$ cat config.mk
export PLATFORM = sky130hd
export DESIGN_NAME = rgb_to_hsv_convert_top_flat
export DESIGN_NICKNAME = d
export VERILOG_FILES = /design/src/rtl/core/rhc_pkg.sv /design/src/rtl/core/rhc_stream_ifs.sv /design/src/rtl/core/rhc_prep.sv /design/src/rtl/core/rhc_cell.sv /design/src/rtl/core/rgb_to_hsv_convert_top.sv /design/src/flat_wrapper.sv
export SDC_FILE = /design/constraint.sdc
export NUM_CORES = 2
export LEC_CHECK = 0
export ABC_AREA = 1
export ABC_CLOCK_PERIOD_IN_PS = 13000
export BUFFER_PORTS_ARGS = -buffer_cell sky130_fd_sc_hd__buf_2
export CAP_MARGIN = 25
export CORE_ASPECT_RATIO = 0.5
export CORE_UTILIZATION = 40
export CTS_BUF_LIST = sky130_fd_sc_hd__clkbuf_16
export DETAILED_ROUTE_END_ITERATION = 8
export PLACE_DENSITY = 0.62
export SYNTH_ARGS = -nofsm -noshare
export SYNTH_HDL_FRONTEND = slang
export SYNTH_SLANG_ARGS = --single-unit
$ cat constraint.sdc
create_clock -name clk -period 13 [get_ports clk]
set_clock_uncertainty 0.15 [all_clocks]
set_input_delay 1.3 -clock clk [delete_from_list [all_inputs] [get_ports clk]]
set_output_delay 1.3 -clock clk [all_outputs]
set_load 0.05 [all_outputs]
$ cat src/rtl/core/rhc_pkg.sv
// Shared constants and the per-cell data word of the RGB to HSV converter.
// No dependencies.
`timescale 1ns / 1ps
package rhc_pkg;

	localparam int HUE_BITS = 16;              // hue resolution, 8..24
	localparam int CH_W     = 8;               // channel width
	localparam int HREM_W   = 11;              // holds 6*(max-min) <= 1530
	localparam int SAT_NW   = HUE_BITS + CH_W; // widened saturation dividend

	// Everything one division cell needs to hand to its neighbor.
	typedef struct packed {
		logic [HREM_W-1:0]   hue_rem;
		logic [HREM_W-1:0]   hue_div;
		logic [HUE_BITS-1:0] hue_q;
		logic [CH_W-1:0]     sat_rem;
		logic [CH_W-1:0]     sat_div;
		logic [HUE_BITS-1:0] sat_sh;
		logic [CH_W-1:0]     sat_q;
		logic [CH_W-1:0]     val;
	} cell_data_t;

endpackage

$ cat src/rtl/core/rhc_stream_ifs.sv
// Valid/ready stream interfaces for RGB pixels in and HSV results out.
// Depends on rhc_pkg.
`timescale 1ns / 1ps
interface rhc_rgb_if;
	logic                   valid;
	logic                   ready;
	logic [rhc_pkg::CH_W-1:0] red_in;
	logic [rhc_pkg::CH_W-1:0] green_in;
	logic [rhc_pkg::CH_W-1:0] blue_in;

	modport source (output valid, output red_in, output green_in, output blue_in,
		input ready);
	modport sink (input valid, input red_in, input green_in, input blue_in,
		output ready);
endinterface

interface rhc_hsv_if;
	logic                       valid;
	logic                       ready;
	logic [rhc_pkg::HUE_BITS-1:0] hue_out;
	logic [rhc_pkg::CH_W-1:0]     sat_out;
	logic [rhc_pkg::CH_W-1:0]     val_out;

	modport source (output valid, output hue_out, output sat_out, output val_out,
		input ready);
	modport sink (input valid, input hue_out, input sat_out, input val_out,
		output ready);
endinterface

$ cat src/rtl/core/rhc_prep.sv
// Front stage: max/min, hue numerator and divisors, saturation dividend.
// Depends on rhc_pkg and rhc_rgb_if.
`timescale 1ns / 1ps
module rhc_prep (
	input  logic                clk,
	input  logic                arst_n,
	rhc_rgb_if.sink             pix,
	output logic                valid,
	output rhc_pkg::cell_data_t data,
	input  logic                ready
);
	logic [rhc_pkg::CH_W-1:0]   r, g, b, mx, mn, d;
	logic                       red_max, green_max;
	logic signed [11:0]         num;
	logic [rhc_pkg::HREM_W-1:0] d6;
	logic [15:0]                sat_num;
	logic [rhc_pkg::SAT_NW-1:0] sat_w;
	rhc_pkg::cell_data_t        nxt;
	logic                       valid_s1;
	rhc_pkg::cell_data_t        data_s1;

	assign r = pix.red_in;
	assign g = pix.green_in;
	assign b = pix.blue_in;

	// red wins ties, then green
	assign red_max   = (r >= g) && (r >= b);
	assign green_max = !red_max && (g >= b);

	always_comb begin
		mx = r;
		if (g > mx) mx = g;
		if (b > mx) mx = b;
		mn = r;
		if (g < mn) mn = g;
		if (b < mn) mn = b;
	end

	assign d       = mx - mn;
	assign d6      = {1'b0, d, 2'b00} + {2'b00, d, 1'b0};
	assign sat_num = {d, 8'h00} - {8'h00, d};
	assign sat_w   = rhc_pkg::SAT_NW'(sat_num);

	always_comb begin
		if (red_max) begin
			num = 12'(signed'({4'h0, g})) - 12'(signed'({4'h0, b}));
			if (num < 0) num = num + 12'(signed'({1'b0, d6}));
		end else if (green_max) begin
			num = 12'(signed'({4'h0, b})) - 12'(signed'({4'h0, r}))
				+ 12'(signed'({3'b000, d, 1'b0}));
		end else begin
			num = 12'(signed'({4'h0, r})) - 12'(signed'({4'h0, g}))
				+ 12'(signed'({2'b00, d, 2'b00}));
		end
	end

	always_comb begin
		nxt.hue_rem = (d == '0) ? '0 : num[rhc_pkg::HREM_W-1:0];
		nxt.hue_div = (d == '0) ? '1 : d6;          // zero quotient when gray
		nxt.hue_q   = '0;
		nxt.sat_rem = rhc_pkg::CH_W'(sat_w >> rhc_pkg::HUE_BITS);
		nxt.sat_div = (mx == '0) ? '1 : mx;         // black: dividend is zero
		nxt.sat_sh  = sat_w[rhc_pkg::HUE_BITS-1:0];
		nxt.sat_q   = '0;
		nxt.val     = mx;
	end

	assign pix.ready = !valid_s1 || ready;

	always_ff @(posedge clk or negedge arst_n) begin
		if (!arst_n) begin
			valid_s1 <= 1'b0;
		end else if (pix.ready) begin
			valid_s1 <= pix.valid;
		end
	end

	always_ff @(posedge clk) begin
		if (pix.ready && pix.valid) begin
			data_s1 <= nxt;
		end
	end

	assign valid = valid_s1;
	assign data  = data_s1;
endmodule

$ cat src/rtl/core/rhc_cell.sv
// One restoring-division cell: one hue quotient bit and one saturation bit.
// Depends on rhc_pkg.
`timescale 1ns / 1ps
module rhc_cell (
	input  logic                clk,
	input  logic                arst_n,
	input  logic                in_valid,
	input  rhc_pkg::cell_data_t in_data,
	output logic                in_ready,
	output logic                out_valid,
	output rhc_pkg::cell_data_t out_data,
	input  logic                out_ready
);
	logic [rhc_pkg::HREM_W:0] hrem_sh, hdiff;
	logic                     hge;
	logic [rhc_pkg::CH_W:0]   srem_sh, sdiff;
	logic                     sge;
	rhc_pkg::cell_data_t      nxt;
	logic                     valid_q;
	rhc_pkg::cell_data_t      data_q;

	// hue: fraction bits of num / div, remainder doubles each step
	assign hrem_sh = {in_data.hue_rem, 1'b0};
	assign hge     = hrem_sh >= {1'b0, in_data.hue_div};
	assign hdiff   = hrem_sh - {1'b0, in_data.hue_div};

	// saturation: long division, dividend bits shifted in MSB first
	assign srem_sh = {in_data.sat_rem, in_data.sat_sh[rhc_pkg::HUE_BITS-1]};
	assign sge     = srem_sh >= {1'b0, in_data.sat_div};
	assign sdiff   = srem_sh - {1'b0, in_data.sat_div};

	always_comb begin
		nxt         = in_data;
		nxt.hue_rem = hge ? hdiff[rhc_pkg::HREM_W-1:0] : hrem_sh[rhc_pkg::HREM_W-1:0];
		nxt.hue_q   = {in_data.hue_q[rhc_pkg::HUE_BITS-2:0], hge};
		nxt.sat_rem = sge ? sdiff[rhc_pkg::CH_W-1:0] : srem_sh[rhc_pkg::CH_W-1:0];
		nxt.sat_sh  = {in_data.sat_sh[rhc_pkg::HUE_BITS-2:0], 1'b0};
		nxt.sat_q   = {in_data.sat_q[rhc_pkg::CH_W-2:0], sge};
	end

	assign in_ready = !valid_q || out_ready;

	always_ff @(posedge clk or negedge arst_n) begin
		if (!arst_n) begin
			valid_q <= 1'b0;
		end else if (in_ready) begin
			valid_q <= in_valid;
		end
	end

	always_ff @(posedge clk) begin
		if (in_ready && in_valid) begin
			data_q <= nxt;
		end
	end

	assign out_valid = valid_q;
	assign out_data  = data_q;
endmodule

$ cat src/rtl/core/rgb_to_hsv_convert_top.sv
// RGB to HSV converter: one 8-bit RGB pixel per beat in, one HSV result per beat out.
// Throughput is one pixel per clock while the output takes every beat. First,
// one front stage forms max, min and the two divisions' operands, then a row of HUE_BITS
// division cells each settles one hue bit and one saturation bit. Each cell holds its own
// beat and moves on when the next cell frees up, so stalls at the output back up the
// row through the ready chain and bubbles close up. val_out is the largest channel, sat_out
// is (max-min)*255/max truncated (0 for black), hue_out is the truncated fraction of a
// turn times 2^HUE_BITS (0 for gray); ties for the maximum go red, then green, then blue.
// Reset clears only the valid flags; no state carries from one pixel to the next.
`timescale 1ns / 1ps
module rgb_to_hsv_convert_top (
	input  logic       clk,
	input  logic       arst_n,
	rhc_rgb_if.sink    in_pix,
	rhc_hsv_if.source  out_hsv
);
	localparam int N = rhc_pkg::HUE_BITS;

	// stage k feeds cell k; stage N is the output register
	rhc_pkg::cell_data_t stage_data [0:N];
	logic                stage_valid [0:N];
	logic                stage_ready [0:N];

	rhc_prep u_prep (
		.clk    (clk),
		.arst_n (arst_n),
		.pix    (in_pix),
		.valid  (stage_valid[0]),
		.data   (stage_data[0]),
		.ready  (stage_ready[0])
	);

	// division row, MSB of both quotients first
	for (genvar k = 0; k < N; k++) begin : g_cell
		rhc_cell u_cell (
			.clk       (clk),
			.arst_n    (arst_n),
			.in_valid  (stage_valid[k]),
			.in_data   (stage_data[k]),
			.in_ready  (stage_ready[k]),
			.out_valid (stage_valid[k+1]),
			.out_data  (stage_data[k+1]),
			.out_ready (stage_ready[k+1])
		);
	end

	// last cell's register drives the output beat directly
	assign stage_ready[N] = out_hsv.ready;
	assign out_hsv.valid   = stage_valid[N];
	assign out_hsv.hue_out = stage_data[N].hue_q;
	assign out_hsv.sat_out = stage_data[N].sat_q;
	assign out_hsv.val_out = stage_data[N].val;
endmodule

$ cat src/flat_wrapper.sv
// flat-port wrapper written by rule: the top's interface ports become plain ports
module rgb_to_hsv_convert_top_flat 
  (clk, arst_n, in_pix_valid, in_pix_red_in, in_pix_green_in, in_pix_blue_in, in_pix_ready, out_hsv_valid, out_hsv_hue_out, out_hsv_sat_out, out_hsv_val_out, out_hsv_ready);
  rhc_rgb_if in_pix_i ();
  rhc_hsv_if out_hsv_i ();
  input  logic clk;
  input  logic arst_n;
  input wire logic [$bits(in_pix_i.valid)-1:0] in_pix_valid;
  input wire logic [$bits(in_pix_i.red_in)-1:0] in_pix_red_in;
  input wire logic [$bits(in_pix_i.green_in)-1:0] in_pix_green_in;
  input wire logic [$bits(in_pix_i.blue_in)-1:0] in_pix_blue_in;
  output wire logic [$bits(in_pix_i.ready)-1:0] in_pix_ready;
  output wire logic [$bits(out_hsv_i.valid)-1:0] out_hsv_valid;
  output wire logic [$bits(out_hsv_i.hue_out)-1:0] out_hsv_hue_out;
  output wire logic [$bits(out_hsv_i.sat_out)-1:0] out_hsv_sat_out;
  output wire logic [$bits(out_hsv_i.val_out)-1:0] out_hsv_val_out;
  input wire logic [$bits(out_hsv_i.ready)-1:0] out_hsv_ready;
  assign in_pix_i.valid = in_pix_valid;
  assign in_pix_i.red_in = in_pix_red_in;
  assign in_pix_i.green_in = in_pix_green_in;
  assign in_pix_i.blue_in = in_pix_blue_in;
  assign in_pix_ready = in_pix_i.ready;
  assign out_hsv_valid = out_hsv_i.valid;
  assign out_hsv_hue_out = out_hsv_i.hue_out;
  assign out_hsv_sat_out = out_hsv_i.sat_out;
  assign out_hsv_val_out = out_hsv_i.val_out;
  assign out_hsv_i.ready = out_hsv_ready;
  rgb_to_hsv_convert_top u_core (.clk(clk), .arst_n(arst_n), .in_pix(in_pix_i), .out_hsv(out_hsv_i));
endmodule
==> out/qor.log <==
INFO  finish         design.final.nets=4858
INFO  critical_path  cpPeakStageDelay=0.62ns
INFO  clocking       tritoncts_buffers=98
INFO  clocking       clock_path_buffers=3
INFO  routing        drt_pre_antenna_iters=7
INFO  sta            rsz0062_at_grt=no
INFO  power_and_ir_drop leakage=23.7nW
INFO  logic_synthesis yosys_warnings=0
INFO  power_and_ir_drop power.net_switching=5.79mW
INFO  power_and_ir_drop switching_share=37.0%
INFO  routing        wl=87200um
INFO  power_and_ir_drop clock_power_share=18.9%
INFO  clocking       path_clk_slew=0.06ns
INFO  routing        vias_per_cell=4.74
INFO  worst_hold_path whs_path_depth=0
INFO  routing        drt_drc_violations_left=5
INFO  sta            fin_setup_tns=0ns
INFO  logic_synthesis postSynthRegisterBits=1061
INFO  power_and_ir_drop ir_worst_vdd=151uV
INFO  power_and_ir_drop share_seq_of_total_power=40.1%
INFO  place          dp.final_hpwl=64900um
INFO  critical_path  ff2ff_setup_slack=9.50ns
INFO  clocking       tritoncts_num_sinks=1061
INFO  flow_run       max-cap-violations=0
INFO  power_and_ir_drop p_int=9.88mW
INFO  clocking       tritoncts=yes
INFO  worst_hold_path hold-path-endpoint=u_core.g_cell[1].u_cell.out_data[22]
INFO  logic_synthesis synthCells=4266
INFO  critical_path  crit_fanout=18
INFO  global_route   gr-total-overflow=0
INFO  global_route   grt.total_usage=13.8%
INFO  finish         antenna_cells=0
INFO  sta            achievable-frequency=0.127GHz
INFO  global_route   first_global_vias=29400
INFO  critical_path  cp.required=13.27ns
INFO  clocking       clock_insertion_delay_worst_skew=0.69ns
INFO  routing        initialDrtViolationCount=1454
INFO  critical_path  crit-reg2reg-launch=u_core.g_cell[15].u_cell.out_valid
INFO  floorplan      floorplan.die.width=506um
INFO  finish         most_common_library_cell_in_the_layout_ignoring_fill_and_taps=edfxtp_1
INFO  place          preCtsSetupSlack=4.38ns
INFO  critical_path  critPathCaptureType=register
INFO  floorplan      height_of_the_die=254um
INFO  run_status     run_status=complete, but fails checks
INFO  sta            worst_slew_pin_slew=0.872ns
INFO  finish         layout.cells.most_common_list=edfxtp_1 (1044), inv_1 (698), nand2_1 (610)
INFO  global_route   antenna_found_initial=2
INFO  critical_path  timing.setup.critical_path_class=input pin to register
INFO  sta            fin_crit_sh=60.6%
INFO  clocking       post_cts_resized=0
INFO  place          place_area=0.0532mm2
INFO  place          place.detailed.instances=5986
INFO  routing        route.vias.total=29200
INFO  sta            fin_crit=7.88ns
INFO  routing        detail-route-antenna-nets=0
INFO  power_and_ir_drop comb_power_share=41.0%
INFO  finish         final_layout_size_suffix_gt1_share=7.30%
INFO  critical_path  cp_common_cell=nand2_1
INFO  power_and_ir_drop report.power.total=15.7mW
INFO  clocking       cts_hold_buffers=0
INFO  critical_path  crit-reg2reg-capture=u_core.g_cell[0].u_cell.out_data[78]
INFO  power_and_ir_drop power.density_cell_area=277mW/mm2
INFO  worst_hold_path hp-class=register to register
INFO  floorplan      die_area=0.128mm2
INFO  floorplan      effective_utilization_at_floorplan=40.7%
INFO  routing        routed_wire_length_per_instance=14.1um
INFO  finish         post_layout_nonfiller_instances=6169
INFO  sta            setup_slack=5.12ns
INFO  sta            max_slew_margin=41.8%
INFO  finish         num-fill-cells=11100
INFO  clocking       number_of_h_tree_levels=3
INFO  finish         syn_to_final_growth=11.4%
INFO  global_route   grt_max_degree=68
INFO  logic_synthesis synth.yosys.seq_area_share=62.7%
INFO  global_route   grt_pass1_wl=145000um
INFO  place          io_buffers=61
INFO  sta            finalHoldViolations=0
INFO  critical_path  critPathArrivalTime=8.16ns
INFO  place          place_congestion=0.871
INFO  clocking       cts_setup_buffers=0
INFO  logic_synthesis synth_nets=4712
INFO  run_status     violations_in_the_final_reports=design-rule violations
INFO  sta            setup_viol=0
INFO  logic_synthesis synth_area_per_cell=11.9um2
INFO  logic_synthesis async_reset_ff_share=1.60%
INFO  finish         layout.cell_area.non_filler=0.0565mm2
INFO  sta            finalMaxSlewViolations=0
INFO  floorplan      core.rowCount=91
INFO  floorplan      design.portCount=62
INFO  logic_synthesis mapped_area=0.0507mm2
INFO  logic_synthesis synth-edff-count=1044
INFO  critical_path  cpMaxStageDelayCell=o21ai_0
INFO  logic_synthesis synth.lib_cells_used.distinct=55
INFO  floorplan      floorplan.core_area=0.124mm2
INFO  clocking       root_buffer_selected_by_cts=clkbuf_16
INFO  critical_path  crit_path_start_kind=input pin
INFO  worst_hold_path holdCritStartpoint=u_core.g_cell[0].u_cell.out_data[21]
INFO  critical_path  timing.reg2reg.worst_path_depth=22
INFO  logic_synthesis synth_top_flop_cell=edfxtp_1
[layer usage]
| metal | GRT usage [%] | part of all wire [%] | vias to the layer above |
|---|---|---|---|
| li1 | - | - | 15000 |
| met1 | 17.7 | 46 | 13600 |
| met2 | 23.8 | 47 | 420 |
| met3 | 2.69 | 3.9 | 157 |
| met4 | 4.14 | 2.5 | 0 |
| met5 | 0 | 0 | - |
[synthesized netlist by cell type, types with 3 or more instances]
library cell	count	area share, %
a211o_1	5	0.086
a211oi_1	31	0.46
a211oi_2	5	0.12
a21o_1	23	0.34
a21oi_1	279	2.8
a311oi_1	4	0.069
a31oi_1	8	0.099
buf_2	16	0.16
buf_4	9	0.13
clkbuf_1	12	0.089
clkinv_1	4	0.030
dfrtp_1	17	0.84
edfxtp_1	1044	62
fa_1	37	1.5
ha_1	381	9.4
inv_1	695	5.1
inv_2	17	0.13
nand2_1	610	4.5
nand2_2	17	0.21
nand2_4	3	0.067
nand3_1	103	1.0
nand4_1	39	0.48
nor2_1	264	2.0
nor2_2	5	0.062
nor2_4	6	0.13
nor3_1	38	0.38
nor4_1	9	0.11
o211ai_1	10	0.15
o21ai_0	256	2.5
o21ai_1	20	0.20
o21bai_1	17	0.25
o221ai_1	5	0.086
or2_2	11	0.14
or3_1	8	0.099
or4_1	4	0.059
xnor2_1	85	1.5
xor2_1	144	2.5
[state kept, by name (all words and copies together), names as in the netlist]
| signal | count |
|---|---|
| u_core.g_cell.u_cell.out_data | 990 |
| u_core.g_cell.u_cell.out_valid | 16 |
| u_core.u_prep.data | 54 |
| u_core.u_prep.valid | 1 |
[critical path: cells and delay by family]
kind / cells / cell delay (ns)
simple gates: 20 / 2.30
compound gates: 11 / 2.07
fa+ha+maj: 5 / 1.66
buf+inv: 5 / 0.62
xor+xnor: 1 / 0.18
[cell families after synthesis]
logic type | after synthesis | synth area share (%)
simple gates | 1129 | 9.44
buf+inv | 753 | 5.68
fa+ha+maj | 418 | 10.9
compound gates | 675 | 7.37
flops | 1061 | 62.7
xor+xnor | 230 | 3.99
[worst max path at each step]
stage / startpoint / endpoint / slack [ns]
floorplan: in_pix_green_in[6] / u_core.u_prep.data[84] / 5.53
global placement: in_pix_green_in[6] / u_core.u_prep.data[85] / 4.50
detailed placement: in_pix_green_in[6] / u_core.u_prep.data[85] / 4.38
CTS: in_pix_green_in[6] / u_core.u_prep.data[85] / 5.14
global route: in_pix_green_in[4] / u_core.u_prep.data[85] / 4.42
finish: in_pix_green_in[2] / u_core.u_prep.data[85] / 5.12
[through the flow]
| step | utilization, % | hold slack [ns] |
|---|---|---|
| floorplan | - | 0.250 |
| global placement | 42.7 | 0.252 |
| detailed placement | 42.7 | 0.255 |
| CTS | 45.4 | 0.259 |
| global route | 45.4 | 0.269 |
| finish | 45.4 | 0.265 |
[area by class of cell]
| class | instances | area (um2) | area share (%) |
|---|---|---|---|
| Sequential cell | 1061 | 31800 | 56.2 |
| Multi-Input combinational cell | 2452 | 16100 | 28.5 |
| Inverter | 716 | 2690 | 4.76 |
| Clock buffer | 101 | 2530 | 4.47 |
| Tap cell | 1674 | 2090 | 3.71 |
| Clock inverter | 82 | 822 | 1.45 |
| Timing Repair Buffer | 83 | 470 | 0.833 |
[power groups by stage]
| stage | sequential (mW) | combinational [mW] | clock (mW) |
|---|---|---|---|
| final | 6.28 | 6.43 | 2.96 |
| after global routing | 6.42 | 7.39 | 3.18 |
| after CTS | 6.30 | 6.45 | 3.06 |
| after detailed placement | 6.37 | 6.41 | 0 |
| after global placement | 6.33 | 6.18 | 0 |
| after floorplan | 6.28 | 4.99 | 0 |
No activity file was read; power rests on OpenSTA's default activity.
